$ cat config.mk
export PLATFORM = sky130hd
export DESIGN_NAME = three_wire_uart_packet_deframer_top
export DESIGN_NICKNAME = d
export VERILOG_FILES = /design/src/hdl/twud_pkg.sv /design/src/hdl/three_wire_uart_packet_deframer_top.sv
export SDC_FILE = /design/constraint.sdc
export NUM_CORES = 1
export LEC_CHECK = 0
export BUFFER_PORTS_ARGS = -buffer_cell sky130_fd_sc_hd__clkbuf_2
export CORE_ASPECT_RATIO = 0.9
export CORE_MARGIN = 4
export CORE_UTILIZATION = 63
export CTS_CLUSTER_DIAMETER = 80
export DETAILED_ROUTE_END_ITERATION = 8
export GPL_ROUTABILITY_DRIVEN = 0
export MAX_ROUTING_LAYER = met4
export PLACE_DENSITY = 0.81
export SLEW_MARGIN = 20
export SYNTH_ARGS = -nofsm -noshare
export SYNTH_HDL_FRONTEND = slang
export SYNTH_SLANG_ARGS = --single-unit
$ cat constraint.sdc
create_clock -name clk -period 6.8 [get_ports clk]
set_input_delay 2.04 -clock clk [delete_from_list [all_inputs] [get_ports clk]]
set_output_delay 2.04 -clock clk [all_outputs]
set_load 0.01 [all_outputs]
$ cat src/hdl/twud_pkg.sv
`timescale 1ns / 1ps
// ----------------------------------------------------------------------------
// twud_pkg
// Types, constants and the CRC-16 byte update for the three-wire UART
// packet deframer.
// ----------------------------------------------------------------------------
package twud_pkg;

    localparam int CountW    = 13;
    localparam int LenW      = 12;
    localparam int FifoDepth = 4;
    localparam int PtrW      = $clog2(FifoDepth);
    localparam int FillW     = $clog2(FifoDepth + 1);

    localparam logic [CountW-1:0] COUNT_MAX = 13'd8191;
    localparam logic [CountW-1:0] HDR_LEN   = 13'd4;
    localparam logic [CountW-1:0] CRC_LEN   = 13'd2;
    localparam logic [15:0]       CRC_INIT  = 16'hFFFF;

    typedef logic [1:0] status_t;
    localparam status_t STATUS_OK    = 2'd0;
    localparam status_t STATUS_SHORT = 2'd1;
    localparam status_t STATUS_BAD   = 2'd2;

    localparam logic KIND_DATA   = 1'b0;
    localparam logic KIND_STATUS = 1'b1;

    typedef struct packed {
        logic            kind;
        logic [7:0]      data_out;
        logic [2:0]      seq_number;
        logic [2:0]      ack_number;
        logic            reliable_flag;
        logic            crc_flag;
        logic [3:0]      type_out;
        logic [LenW-1:0] length_out;
        logic [7:0]      header_sum_out;
        status_t         status;
        logic            last_out;
    } result_t;

    // crc-16 ccitt style byte update, byte-swapped form
    function automatic logic [15:0] crc_update(input logic [15:0] crc,
                                               input logic [7:0] data);
        logic [15:0] c;
        c = {crc[7:0], crc[15:8]};
        c = c ^ {8'h00, data};
        c = c ^ {12'h000, c[7:4]};
        c = c ^ {c[3:0], 12'h000};
        c = c ^ {3'b000, c[7:0], 5'b00000};
        return c;
    endfunction

endpackage

$ cat src/hdl/three_wire_uart_packet_deframer_top.sv
`timescale 1ns / 1ps
// ----------------------------------------------------------------------------
// three_wire_uart_packet_deframer_top
// A payload word enters the result queue at the edge that takes its byte;
// when the final byte is also a payload byte, the status word enters behind
// it at the same edge. Throughput: one byte per cycle while the 4-entry
// result queue, which holds up to two words per byte, has room for two more.
// Reset: asynchronous, active low; clears the byte counter, crc and queue.
// ----------------------------------------------------------------------------
module three_wire_uart_packet_deframer_top (
    input  logic                        clk,
    input  logic                        rst_n,
    input  logic                        in_valid,
    output logic                        in_ready,
    input  logic [7:0]                  byte_in,
    input  logic                        last_in,
    output logic                        out_valid,
    input  logic                        out_ready,
    output logic                        kind,
    output logic [7:0]                  data_out,
    output logic [2:0]                  seq_number,
    output logic [2:0]                  ack_number,
    output logic                        reliable_flag,
    output logic                        crc_flag,
    output logic [3:0]                  type_out,
    output logic [twud_pkg::LenW-1:0]   length_out,
    output logic [7:0]                  header_sum_out,
    output twud_pkg::status_t           status,
    output logic                        last_out
);
    import twud_pkg::*;

    // deframer state
    logic [CountW-1:0] byte_count_reg, byte_count_next;
    logic [7:0]        hdr_reg [3];
    logic [7:0]        hdr_next [3];
    logic [7:0]        hchk_reg, hchk_next;
    logic [15:0]       crc_reg, crc_next;
    logic [15:0]       rcrc_reg, rcrc_next;

    // result queue
    result_t           fifo_mem_reg [FifoDepth];
    logic [PtrW-1:0]   wr_ptr_reg, wr_ptr_next;
    logic [PtrW-1:0]   rd_ptr_reg, rd_ptr_next;
    logic [FillW-1:0]  fill_reg, fill_next;

    logic              accept, pop;
    logic              is_payload, push_a, push_b;
    logic [CountW-1:0] len13, plen4, count_inc, expect_len;
    logic [LenW-1:0]   len_n;
    logic [7:0]        sum_n;
    logic              crc_on;
    status_t           st;
    result_t           payload_item, status_item, item_a;

    assign accept   = in_valid && in_ready;
    assign pop      = out_valid && out_ready;
    assign in_ready = (fill_reg <= FillW'(FifoDepth - 2));

    assign len13      = {1'b0, hdr_reg[2], hdr_reg[1][7:4]};
    assign plen4      = len13 + HDR_LEN;
    assign is_payload = (byte_count_reg >= HDR_LEN) && (byte_count_reg < plen4);
    assign count_inc  = (byte_count_reg == COUNT_MAX) ? byte_count_reg
                                                      : byte_count_reg + 13'd1;

    always_comb
    begin
        hdr_next[0] = hdr_reg[0];
        hdr_next[1] = hdr_reg[1];
        hdr_next[2] = hdr_reg[2];
        hchk_next   = hchk_reg;
        crc_next    = crc_reg;
        rcrc_next   = rcrc_reg;
        if (byte_count_reg < 13'd3)
        begin
            hdr_next[byte_count_reg[1:0]] = byte_in;
            crc_next = crc_update(crc_reg, byte_in);
        end
        else if (byte_count_reg == 13'd3)
        begin
            hchk_next = byte_in;
            crc_next  = crc_update(crc_reg, byte_in);
        end
        else if (is_payload)
        begin
            crc_next = crc_update(crc_reg, byte_in);
        end
        else if (byte_count_reg == plen4)
        begin
            rcrc_next = {rcrc_reg[15:8], byte_in};
        end
        else if (byte_count_reg == plen4 + 13'd1)
        begin
            rcrc_next = {byte_in, rcrc_reg[7:0]};
        end
    end

    // end-of-packet checks on updated header and crc; queue and counter updates
    always_comb
    begin
        len_n      = {hdr_next[2], hdr_next[1][7:4]};
        crc_on     = hdr_next[0][6];
        expect_len = {1'b0, len_n} + HDR_LEN + (crc_on ? CRC_LEN : '0);
        sum_n      = 8'd0 - (hdr_next[0] + hdr_next[1] + hdr_next[2]);
        priority if (count_inc != expect_len)
            st = STATUS_BAD;
        else if (hchk_next != sum_n)
            st = STATUS_BAD;
        else if (crc_on && (rcrc_next != crc_next))
            st = STATUS_BAD;
        else
            st = STATUS_OK;

        status_item          = '0;
        status_item.kind     = KIND_STATUS;
        status_item.last_out = 1'b1;
        if (count_inc < HDR_LEN)
        begin
            status_item.status = STATUS_SHORT;
        end
        else
        begin
            status_item.seq_number     = hdr_next[0][2:0];
            status_item.ack_number     = hdr_next[0][5:3];
            status_item.reliable_flag  = hdr_next[0][7];
            status_item.crc_flag       = crc_on;
            status_item.type_out       = hdr_next[1][3:0];
            status_item.length_out     = len_n;
            status_item.header_sum_out = hchk_next;
            status_item.status         = st;
        end

        payload_item          = '0;
        payload_item.kind     = KIND_DATA;
        payload_item.data_out = byte_in;

        item_a = is_payload ? payload_item : status_item;
        push_a = accept && (is_payload || last_in);
        push_b = accept && is_payload && last_in;

        if (accept && last_in)
            byte_count_next = '0;
        else if (accept)
            byte_count_next = count_inc;
        else
            byte_count_next = byte_count_reg;

        wr_ptr_next = wr_ptr_reg + PtrW'(push_a) + PtrW'(push_b);
        rd_ptr_next = rd_ptr_reg + PtrW'(pop);
        fill_next   = fill_reg + FillW'(push_a) + FillW'(push_b) - FillW'(pop);
    end

    always_ff @(posedge clk or negedge rst_n)
    begin
        if (!rst_n)
        begin
            byte_count_reg <= '0;
            hdr_reg[0]     <= '0;
            hdr_reg[1]     <= '0;
            hdr_reg[2]     <= '0;
            hchk_reg       <= '0;
            crc_reg        <= CRC_INIT;
            rcrc_reg       <= '0;
            wr_ptr_reg     <= '0;
            rd_ptr_reg     <= '0;
            fill_reg       <= '0;
        end
        else
        begin
            byte_count_reg <= byte_count_next;
            wr_ptr_reg     <= wr_ptr_next;
            rd_ptr_reg     <= rd_ptr_next;
            fill_reg       <= fill_next;
            if (accept && last_in)
            begin
                hdr_reg[0] <= '0;
                hdr_reg[1] <= '0;
                hdr_reg[2] <= '0;
                hchk_reg   <= '0;
                crc_reg    <= CRC_INIT;
                rcrc_reg   <= '0;
            end
            else if (accept)
            begin
                hdr_reg[0] <= hdr_next[0];
                hdr_reg[1] <= hdr_next[1];
                hdr_reg[2] <= hdr_next[2];
                hchk_reg   <= hchk_next;
                crc_reg    <= crc_next;
                rcrc_reg   <= rcrc_next;
            end
        end
    end

    // queue storage
    always_ff @(posedge clk)
    begin
        if (push_a)
            fifo_mem_reg[wr_ptr_reg] <= item_a;
        if (push_b)
            fifo_mem_reg[wr_ptr_reg + PtrW'(1)] <= status_item;
    end

    assign out_valid      = (fill_reg != '0);
    assign kind           = fifo_mem_reg[rd_ptr_reg].kind;
    assign data_out       = fifo_mem_reg[rd_ptr_reg].data_out;
    assign seq_number     = fifo_mem_reg[rd_ptr_reg].seq_number;
    assign ack_number     = fifo_mem_reg[rd_ptr_reg].ack_number;
    assign reliable_flag  = fifo_mem_reg[rd_ptr_reg].reliable_flag;
    assign crc_flag       = fifo_mem_reg[rd_ptr_reg].crc_flag;
    assign type_out       = fifo_mem_reg[rd_ptr_reg].type_out;
    assign length_out     = fifo_mem_reg[rd_ptr_reg].length_out;
    assign header_sum_out = fifo_mem_reg[rd_ptr_reg].header_sum_out;
    assign status         = fifo_mem_reg[rd_ptr_reg].status;
    assign last_out       = fifo_mem_reg[rd_ptr_reg].last_out;

    // queue never overfills
    assert property (@(posedge clk) disable iff (!rst_n)
        fill_reg <= FillW'(FifoDepth))
        else $error("result queue overfilled");

    // final byte returns the counter to the start of a packet
    assert property (@(posedge clk) disable iff (!rst_n)
        accept && last_in |=> byte_count_reg == '0)
        else $error("byte counter not cleared after final byte");

    // status words end the packet, payload words carry no status
    assert property (@(posedge clk) disable iff (!rst_n)
        out_valid |-> (kind == last_out) && (kind || status == STATUS_OK))
        else $error("malformed result word");

endmodule

==> impl_metrics.toml <==
[detailed_routing]
vias = 11404
vias_per_cell = 6.40
ant_nets = 0
drc = 0
dr.pass1.iters = 5
wirelength_um = 38200
avgRoutedWirePerCell_um = 21.4
drtIter0Drc = 1376

[floorplan]
coreArea_mm2 = 0.0227
die_w_um = 169
dieArea_mm2 = 0.0258
initial_core_util_pct = 64.6
boundaryPins = 59
rows = 52
fp.dieH_um = 153

[power]
comb_power_share_pct = 45.9
power_density_mw_per_mm2 = 450
internal_power_uw = 4360
max-vdd-ir-drop_v = 0.000420
p_clk_share_pct = 21.0
switching_share_pct = 39.8
power.leakage_uw = 0.00618
seqPwrFrac_pct = 33.1
p_sw_uw = 2880

[grt]
grt_usage_pct = 30.3
grt_pass1_vias = 11116
grt_first_pass_wirelength_um = 61100
grt_overflow = 0
antenna_found_initial = 0
grt_max_degree = 50

[critical_path]
crit_chain = "nor4_1 > and4_1 > nand2_1 > mux2i_1 > inv_1 > ha_1 > inv_1 > fa_1 > ha_1 > inv_1 > fa_1 > inv_1 > a21oi_1 > o21bai_1 > xor2_1 > xnor2_1 > nor4_1 > nand3_1 > a2111oi_0 > nand4_1 > o31ai_1 > o22ai_1"
path_buf_inv = 4
critPathSlowestCell = "dfrtp_1"
cp-start-kind = "flop"
timing.rr.end = "fifo_mem_reg[2][2]"
crit_fanout = 12
reg2reg_from = "byte_count_reg[2]"
crit_family = "simple AND/OR/NAND/NOR gates"
crit_end = "fifo_mem_reg[2][2]"
path_depth = 22
cpPeakStageDelay_ns = 0.54
worstRegToRegCells = 22
critPathKind = "reg -> reg"
cp.arrival_ns = 6.58
worstSetupEndpointType = "flop"
critPathLaunch = "byte_count_reg[2]"
crit_top_cell = "inv_1"
worstPathRequired_ns = 7.06
reg2reg_slack_ns = 0.48

[final_layout]
n_antenna_cell = 0
drive_gt1_share_pct = 16.1
layout.nets = 1528
syn_to_final_growth_pct = 9.89
final_area_mm2 = 0.0161
largest_register_ffs = 172
multiInputGateArea_mm2 = 0.00710
nFillCells = 1576
seqCellArea_mm2 = 0.00693

[sta]
fin_crit_sh_pct = 93.0
finalClockSkew_ns = 0.0231
final-setup-viol-count = 0
setup_tns_ns = 0
finalHoldViolCount = 0
rsz0062_at_grt = "no"
min_period_ns = 6.32
tightestPinTransition_ns = 1.08
slew_headroom_pct = 28.2
hold_ws_ns = 0.442
slew_violations = 0
fmax_ghz = 0.158

[logic_synthesis]
synth_cell_types = 69
synth_edf_count = 136
yosys_warnings = 0
ys_ff_latch = 256
synth_flop_cell = "edfxtp_1"
avgSynthCellArea_um2 = 10.1
postSynthNetCount = 1511
synthCells = 1449
ys_async_sr_fraction_pct = 32.8
ys_seq_area_share_pct = 47.2
syn_area_mm2 = 0.0147

[hold_path]
hold_start = "fifo_mem_reg[2][0]"
min_path_type = "reg -> reg"

[cts]
path_clk_slew_ns = 0.07
cts_root_buf = "clkbuf_16"
ctsHoldBuffers = 0
clockBufferDepth = 3
ctsHtreeMaxLevel = 1
clkLatencyLatePin_ns = 0.54
cts_made_buffers = 26
clock-sinks = 256
cts_setup_buffers = 0
cts-resized-gates = 0
cts_tree = "built"

[status]
status = "completed"

[placement]
dp_hpwl_um = 25500
place_area_mm2 = 0.0152
numPortBuffers = 58

[run]
cap_violations = 0
Yosys cell counts, types with 5 or more instances:
cell type    n  area share [%]
nor2_1     244             6.2
edfxtp_1   136              28
nand2_1    110             2.8
clkbuf_1    89             2.3
xnor2_1     82             4.9
a21oi_1     80             2.7
o21ai_0     74             2.5
dfrtp_1     68              12
inv_1       68             1.7
mux4_2      43             6.6
mux2i_1     41             2.8
ha_1        39             3.3
dfxtp_1     36             4.9
nand3_1     33             1.1
xor2_1      28             1.7
o22ai_1     26             1.1
nor3_1      23            0.79
or2_2       19            0.81
a22oi_1     18            0.92
dfstp_2     16             2.9
nand4_1     16            0.68
fa_1        10             1.4
o211ai_1    10            0.51
and2_1       9            0.38
o21a_1       8            0.41
nor2b_1      7            0.30
a21o_1       6            0.31
and3_1       6            0.26
buf_1        6            0.15
nand2b_1     6            0.26
nor4_1       6            0.26
a31oi_1      5            0.21
mux2_2       5            0.38
nand3b_1     5            0.26
worst min path at each step:
stage,cells past startpoint,endpoint,slack (ns)
4_1_cts,2,fifo_mem_reg[2][0],0.45
6_report,2,fifo_mem_reg[2][0],0.44
3_5_place_dp,2,fifo_mem_reg[2][0],0.44
3_3_place_gp,2,fifo_mem_reg[1][0],0.43
5_1_grt,2,fifo_mem_reg[1][0],0.46
2_1_floorplan,2,fifo_mem_reg[2][0],0.42
per-layer routing:
layer	track usage [%]	wire length [µm]	vias to the layer above
li1	-	-	5150
met1	41.5	15000	5552
met2	46.8	18200	602
met3	4.93	3660	100
met4	10.0	1370	0
met5	-	0	-
through the flow:
step	total power, µW	worst slack, ns	std cells	util [%]
final	7240	0.476	1783	71.0
after global routing	7670	0.0268	1783	71.0
after CTS	7230	0.593	1783	71.0
after detailed placement	5680	0.183	1735	66.9
after global placement	5570	0.277	1735	66.9
after floorplan	4780	0.830	1449	-
worst reg2reg max path, delay by kind of cell (launching register included):
family                   cells  cell delay (ns)
AND/OR/NAND/NOR              6             1.92
adder cells (fa/ha/maj)      4             1.38
AO/OA/AOI/OAI                5             1.34
flip-flops                   1             0.54
multiplexers                 1             0.30
buffers and inverters        4             0.29
XOR/XNOR                     2             0.28
final cells by class:
type                    instances  share of cell area [%]
well taps                     297                    2.31
repair buffers                 91                    3.35
multi-input cells            1022                    44.0
clock inverters                17                    1.27
clock buffers                  31                    4.41
inverters                      69                    1.61
flip-flops and latches        256                    43.0
cell families (layout without fill, tap and decap cells):
family,Yosys count,in the layout,synth area share [%]
fa+ha+maj,49,49,4.69
buf+inv,171,208,4.56
simple gates,509,509,15.6
xor+xnor,114,114,7.22
compound gates,261,261,10.9
flops,256,256,47.2
mux,89,89,9.79
power groups by stage:
| stage | Sequential (µW) | Combinational (µW) | Clock (µW) |
|---|---|---|---|
| 2_1_floorplan | 2230 | 2550 | 0 |
| 3_3_place_gp | 2400 | 3180 | 0 |
| 3_5_place_dp | 2420 | 3260 | 0 |
| 4_1_cts | 2400 | 3310 | 1530 |
| 5_1_grt | 2450 | 3620 | 1600 |
| 6_report | 2400 | 3320 | 1520 |
cell usage in the layout (no fill, tap or decap), drive strengths merged, types with 5 or more instances in the layout:
cell type	count
nor2	246
edfxtp	136
nand2	110
clkbuf	88
xnor2	82
a21oi	82
o21ai	74
inv	71
dfrtp	68
mux4	43
mux2i	41
ha	39
dfxtp	36
buf	34
nand3	33
xor2	29
o22ai	26
nor3	23
or2	19
a22oi	18
nand4	16
dfstp	16
o211ai	10
fa	10
and2	9
o21a	8
nor4	8
nor2b	7
and3	6
a21o	6
nand2b	6
clkinv	6
mux2	5
a31oi	5
nand3b	5
a2111oi	5
clkinvlp	5
(Power assumes the default switching activity.)
